File: config.mk
export PLATFORM = sky130hd
export DESIGN_NAME = sem_isqrt
export DESIGN_NICKNAME = d
export VERILOG_FILES = /design/src/sv/sem_pkg.sv /design/src/sv/sem_isqrt.sv
export SDC_FILE = /design/constraint.sdc
export NUM_CORES = 1
export LEC_CHECK = 0
export BUFFER_PORTS_ARGS = -buffer_cell sky130_fd_sc_hd__buf_2
export CAP_MARGIN = 5
export CORE_UTILIZATION = 61
export CTS_CLUSTER_SIZE = 16
export DETAILED_ROUTE_END_ITERATION = 12
export GPL_ROUTABILITY_DRIVEN = 1
export PLACE_DENSITY_LB_ADDON = 0.12
export SYNTH_ARGS = -nofsm -noshare
export SYNTH_HDL_FRONTEND = slang
export SYNTH_SLANG_ARGS = --single-unit
File: constraint.sdc
create_clock -name clk_i -period 5.3 [get_ports clk_i]
set_input_delay 1.06 -clock clk_i [delete_from_list [all_inputs] [get_ports clk_i]]
set_output_delay 1.06 -clock clk_i [all_outputs]
set_load 0.05 [all_outputs]
File: src/sv/sem_pkg.sv
// shared constants and types of the sobel edge magnitude block
package sem_pkg;

  localparam int PIX_W      = 8;
  localparam int MAG_W      = 8;
  localparam int ROW_W      = 12;
  localparam int WID_W      = 11;
  localparam int HGT_W      = 13;
  localparam int CFG_DATA_W = 13;
  localparam int CFG_IDX_W  = 2;
  localparam int GRAD_W     = 11;
  localparam int RAD_W      = 21;
  localparam int ROOT_W     = 16;

  localparam int WIDTH_RST  = 1024;
  localparam int HEIGHT_RST = 768;
  localparam int H_LIMIT    = 4096;
  localparam int SAT_LIMIT  = 65025;

  localparam logic [MAG_W-1:0]     MAG_MAX   = 8'hFF;
  localparam logic [ROOT_W-1:0]    SQRT_BIT0 = 16'h4000;
  localparam logic [ROOT_W-1:0]    SQRT_BITN = 16'h0001;

  localparam logic [CFG_IDX_W-1:0] CFG_IMAGE_WIDTH  = 2'd0;
  localparam logic [CFG_IDX_W-1:0] CFG_IMAGE_HEIGHT = 2'd1;

  // which neighborhood a result uses relative to the newest window
  localparam logic [1:0] KIND_CENTER = 2'd0;
  localparam logic [1:0] KIND_RIGHT  = 2'd1;
  localparam logic [1:0] KIND_BOTTOM = 2'd2;
  localparam logic [1:0] KIND_CORNER = 2'd3;

  typedef logic [8:0][PIX_W-1:0] win_t;

endpackage

File: src/sv/sem_isqrt.sv
// bit-serial integer square root with saturation at 255
module sem_isqrt (
  input  logic                       clk_i,
  input  logic                       rst_ni,
  input  logic                       start_i,
  input  logic [sem_pkg::RAD_W-1:0]  radicand_i,
  output logic                       done_o,
  output logic [sem_pkg::MAG_W-1:0]  root_o
);
  import sem_pkg::*;

  logic [RAD_W-1:0]  n_q;
  logic [ROOT_W-1:0] root_q;
  logic [ROOT_W-1:0] bit_q;
  logic              busy_q;
  logic              done_q;
  logic [ROOT_W:0]   trial;
  logic              fits;
  logic              sat;

  assign trial = {1'b0, root_q} + {1'b0, bit_q};
  assign fits  = {{(RAD_W-ROOT_W-1){1'b0}}, trial} <= n_q;
  assign sat   = (bit_q == SQRT_BIT0) && (n_q >= RAD_W'(SAT_LIMIT));

  always_ff @(posedge clk_i or negedge rst_ni) begin
    if (!rst_ni) begin
      busy_q <= 1'b0;
      done_q <= 1'b0;
    end else begin
      done_q <= 1'b0;
      if (start_i) begin
        busy_q <= 1'b1;
      end else if (busy_q && (sat || bit_q == SQRT_BITN)) begin
        busy_q <= 1'b0;
        done_q <= 1'b1;
      end
    end
  end

  always_ff @(posedge clk_i) begin
    if (start_i) begin
      n_q    <= radicand_i;
      root_q <= '0;
      bit_q  <= SQRT_BIT0;
    end else if (busy_q) begin
      if (sat) begin
        root_q <= {{(ROOT_W-MAG_W){1'b0}}, MAG_MAX};
      end else begin
        if (fits) begin
          n_q    <= n_q - {{(RAD_W-ROOT_W-1){1'b0}}, trial};
          root_q <= (root_q >> 1) + bit_q;
        end else begin
          root_q <= root_q >> 1;
        end
        bit_q <= bit_q >> 2;
      end
    end
  end

  assign done_o = done_q;
  assign root_o = root_q[MAG_W-1:0];

endmodule

After elaboration in Yosys (flattened, before gate mapping)
Cells that the tools add are included.

word-level totals
  register bits after elaboration = 47
  bits of input ports = 24
  logic and storage cells = 32

operators by class
  add/subtract/negate cells = 3
  magnitude comparators = 2
  eq/ne operators = 3
  mux-type cells = 10
  bitwise gates (word level) = 1
  reduce and logical (&&, ||, !) cells = 8

operators with widths
  cell                    number
  $mux W21                4
  $mux W16                2
  $ge A21 B16 Y1 const B  1
  $le A17 B21 Y1          1
  $sub A21 B17 Y21        1
  $add A16 B15 Y17        1
  $add A15 B15 Y16        1
  $eq A8 B1 Y1 const B    1
  $eq A8 B8 Y1 const B    1
  $reduce_bool A2 Y1      3
  $mux W1                 4
  $reduce_and A3 Y1       1
  $logic_and A1 B1 Y1     2
  $ne A2 B2 Y1 const B    1
  $reduce_and A2 Y1       1
  $logic_or A1 B1 Y1      1
  $not A1 Y1              1

Logic depth before layout (Yosys ltp)
  word-level depth = 6
  gate-level depth with buffers = 19
  mapped depth without buffers = 17

Worst setup path before layout
No wires, ideal clock.

  kind = reg2reg
  start point = register bit_q[0]
  end point = register n_q[0] (enable)
  arrival = 4.532 ns
  data required time = 4.897 ns
  setup slack = 0.365 ns
  stages on the path, launching flop included = 19
  cells stage by stage = dfxtp_1 > ha_1 > ha_1 > a21o_1 > a31oi_1 > o21ai_0 > a31o_2 > a31oi_1 > nand2b_1 > xor2_1 > ha_1 > clkbuf_2 > and4_1 > nand3_2 > or4_4 > nand3b_4 > nor2_4 > buf_2 > o21bai_1

between the ends
  cells in the longest elaborated chain, start to end = 4
  elaborated cells on any way between the ends = 7
  those cells by class = add/sub: 1; order compare: 1; eq/ne: 2; reduce/logical: 3

ends and longest elaborated chain
  item                                                                 line                              source
  start: declaration                                                   sem_isqrt.sv:14                   logic [ROOT_W-1:0] bit_q;
  start signal: assignment                                             sem_isqrt.sv:55                   bit_q <= bit_q >> 2;
  $add A16 B15 Y17 or $eq A8 B8 Y1 (tied branches)                     sem_isqrt.sv:21, sem_isqrt.sv:23
  $le A17 B21 Y1 or $logic_and A1 B1 Y1 (tied branches)                sem_isqrt.sv:22, sem_isqrt.sv:23
  $reduce_bool A2 Y1 (no source line) or $ne A2 B2 Y1 (tied branches)  --
  $reduce_and A3 Y1 (no source line) *                                 --
  end signal: assignment                                               sem_isqrt.sv:42                   n_q <= radicand_i;
  end signal: assignment                                               sem_isqrt.sv:50                   n_q <= n_q - {{(RAD_W-ROOT_W-1){1'b0}}, trial};
  end: declaration                                                     sem_isqrt.sv:12                   logic [RAD_W-1:0] n_q;

Every way passes the cells marked *; elsewhere a longest branch is shown, timed or not.
A chain may end at the register's enable or synchronous reset.

Worst setup path after layout
  start point = register bit_q[0]
  end point = register n_q[1] (enable)

Same word-level chain as after synthesis.

==> impl_metrics.tcl <==
set metrics [dict create \
    cts_tree "yes" \
    numClockSinks 47 \
    rsz0062_at_grt "no" \
    area_growth_pct 6.478 \
    timing.setup.tns_ns 0 \
    instances_no_fill 513 \
    num_io_pins 33 \
    synth_nets 481 \
    hold_path_class "primary input to asynchronous set/reset pin" \
    drc_errors 0 \
    grt_pass1_wl_microns 13650 \
    dp.final_hpwl_microns 6182 \
    max-cap-violations 0 \
    r2r_start "bit_q[0]" \
    worstPathCellList "ha_1 -> ha_1 -> a21o_1 -> a31oi_1 -> o21ai_0 -> a31o_2 -> a31oi_1 -> nand2b_1 -> xor2_1 -> ha_1 -> and4_1 -> nand3_2 -> or4_4 -> nand3b_4 -> nor2_4 -> o21bai_2 -> buf_4" \
    final.fill_count 480 \
    via_per_inst 6.218 \
    die_area_sq_um 6461 \
    worst-path-max-fanout 21 \
    clkTransAtPathRegs_ns 0.09 \
    finalPower_w 0.002618 \
    yosysTopAreaCell "edfxtp_1" \
    async_flop_share_pct 4.255 \
    setup_viol 0 \
    critPathMostFrequentCell "ha_1" \
    htree_levels 2 \
    slowest_delay_ns 0.52 \
    worst_clock_skew_ns 0.01488 \
    worstSetupStartpoint "bit_q[0]" \
    drv_slew 0 \
    vias 3190 \
    postLayoutCoreUtil_pct 67.39 \
    gp_congestion 0.8910 \
    power.switching_w 0.001253 \
    slew_headroom_pct 43.70 \
    ff2ff_setup_slack_ns 0.82 \
    internal-power_w 0.001365 \
    synth_edf_count 21 \
    yosys_warnings 0 \
    fmax_ghz 0.2234 \
    synth_cell_type_count 60 \
    gr-total-overflow 0 \
    critPathCaptureType "flip-flop" \
    die_w_microns 80.38 \
    initial_core_util_pct 63.29 \
    drtPass1Iterations 5 \
    power_frac_comb_pct 61.6 \
    powerDensity_nw_per_um2 656.2 \
    drt-total-wl_microns 8156 \
    seqCellArea_sq_um 1161 \
    synthFlopType "dfxtp_1" \
    antenna-diode-count 0 \
    crit_type "flip-flop to flip-flop" \
    crit_arrival_ns 4.46 \
    seq_area_frac_synth_pct 30.98 \
    drive_gt1_share_pct 13.47 \
    numCtsBuffers 5 \
    clk_latency_ns 0.31 \
    sw_frac_of_total_pct 47.87 \
    avgSynthCellArea_sq_um 8.901 \
    power_leakage_nw 1.622 \
    syn-instance-count 421 \
    die_h_microns 80.38 \
    reg2reg_depth 17 \
    multiInputGateArea_sq_um 2426 \
    required_ns 5.28 \
    grt_usage_pct 27.64 \
    cts_resized 0 \
    netlist_top_cells_area "edfxtp_1 17%, dfxtp_1 13%, ha_1 12%" \
    ys_seq_elements 47 \
    clock_path_buffers 2 \
    synth_top_area_share_pct 16.83 \
    cts_setup_buffers 0 \
    min_period_over_period_pct 84.47 \
    antenna_found_initial 0 \
    grt_pass1_vias 2889 \
    core_area_sq_um 5921 \
    drt_iter0_markers 166 \
    critPathCapture "n_q[1]" \
    tightest_slew_ns 0.8367 \
    antenna_left 0 \
    finalCriticalPeriod_ns 4.477 \
    cts-root-buf "clkbuf_8" \
    ir_worst_vdd_mv 0.4016 \
    hold_slack_ns 0.5184 \
    grt_max_degree 40 \
    power_frac_clock_pct 9.7 \
    hold_violations 0 \
    final_nets 497 \
    seqPwrFrac_pct 28.8 \
    routedWlPerCell_microns 15.90 \
    startpoint_type "flip-flop" \
    netlist_area_sq_um 3747 \
    r2r-end "n_q[1]" \
    hold_buffers 0 \
    port_buffers 32 \
    placed_cells 505 \
    status "complete, no violations" \
    row_count 28 \
    cp_slowest_cell "or4_4" \
]
## layout by cell type (no fill, tap or decap), types with 8 or more instances in the layout
cell      Yosys  routed
xor2_1       22      22
nor2_1       31      31
nand2_1      42      42
mux2i_1      13      13
dfxtp_1      24      24
a21oi_1      11      11
xnor2_1      21      21
edfxtp_1     21      21
ha_1         35      35
buf_2         4      32
a21o_1       11      11
a31oi_1      15      15
a211oi_1     10      10
inv_1         8       8
o21ai_0      44      44
## kinds of logic after synthesis
| family | Yosys count | synth area share, % |
|---|---|---|
| AND/OR/NAND/NOR | 120 | 16.03 |
| buffers and inverters | 33 | 4.374 |
| adder cells (fa/ha/maj) | 36 | 12.22 |
| multiplexers | 15 | 4.073 |
| flip-flops | 47 | 30.98 |
| AO/OA/AOI/OAI | 127 | 22.27 |
| XOR/XNOR | 43 | 10.05 |
## worst min path at each step
stage	startpoint	end	slack [ns]	depth (start not counted)
5_1_grt	rst_ni	done_o	0.51	1
3_5_place_dp	root_q[15]	root_q[15]	0.53	2
4_1_cts	rst_ni	done_o	0.51	1
3_3_place_gp	root_q[0]	root_q[0]	0.51	2
6_report	rst_ni	done_o	0.52	1
2_1_floorplan	root_q[15]	root_q[15]	0.49	2
## cell usage after synthesis (2+ instances only)
library cell	count
o31ai_1	7
and4_1	2
a21o_2	2
xor2_1	22
mux2_2	2
nand3_1	5
dfrtp_1	2
nor2_1	31
dfxtp_1	24
buf_4	9
nor2b_1	4
inv_1	8
or3_1	3
a31oi_1	15
nor3_1	4
nor4_1	4
o211ai_1	3
clkbuf_1	10
a32oi_1	3
o21ai_0	44
xnor2_1	21
a31o_2	4
a221oi_1	2
a21o_1	11
nand2_1	42
a211oi_1	10
edfxtp_1	21
or4_1	2
o21bai_1	4
mux2i_1	13
nand4_1	7
nand2b_1	4
buf_2	4
a21oi_1	11
and3_1	2
ha_1	35
## power groups by stage
stage	combinational (W)	clock (W)	sequential, W
finish	0.00161	0.000253	0.000753
global route	0.00178	0.000265	0.000781
CTS	0.00161	0.000258	0.000751
detailed placement	0.00159	0	0.000757
global placement	0.00157	0	0.000758
floorplan	0.00137	0	0.000685
## through the flow
stage               setup WS (ns)  area [sq um]
finish                     0.8233          3990
global route               0.5281          3990
CTS                        0.7996          3990
detailed placement         0.8446          3886
global placement           0.9837          3886
floorplan                  0.3645          3747
## area by class of cell
type                    count  area share, %
flip-flops and latches     47          29.10
repair buffers             34          4.390
clock inverters             1         0.1568
clock buffers               7          2.446
inverters                   8         0.7526
well taps                  75          2.352
multi-input cells         341          60.80
## sequential cells by signal, indices dropped and copies added, names as in the netlist
register,cells
bit_q,8
busy_q,1
done_o,1
n_q,21
root_q,16
## critical path, delay by kind of cell (launching register included)
| kind | cells | cell delay, ns |
|---|---|---|
| simple gates | 6 | 1.30 |
| flops | 1 | 0.37 |
| compound gates | 6 | 1.26 |
| fa+ha+maj | 3 | 0.84 |
| xor+xnor | 1 | 0.07 |
| buf+inv | 1 | 0.31 |
## per-layer routing
layer | vias to the layer above | wire length (microns) | global-route usage (%)
li1 | 1595 | - | -
met1 | 1496 | 3914 | 37.63
met2 | 82 | 3766 | 43.81
met3 | 17 | 307 | 4.318
met4 | 0 | 167 | 10.18
met5 | - | 0 | 0
Power figures use the tool's default switching activity.
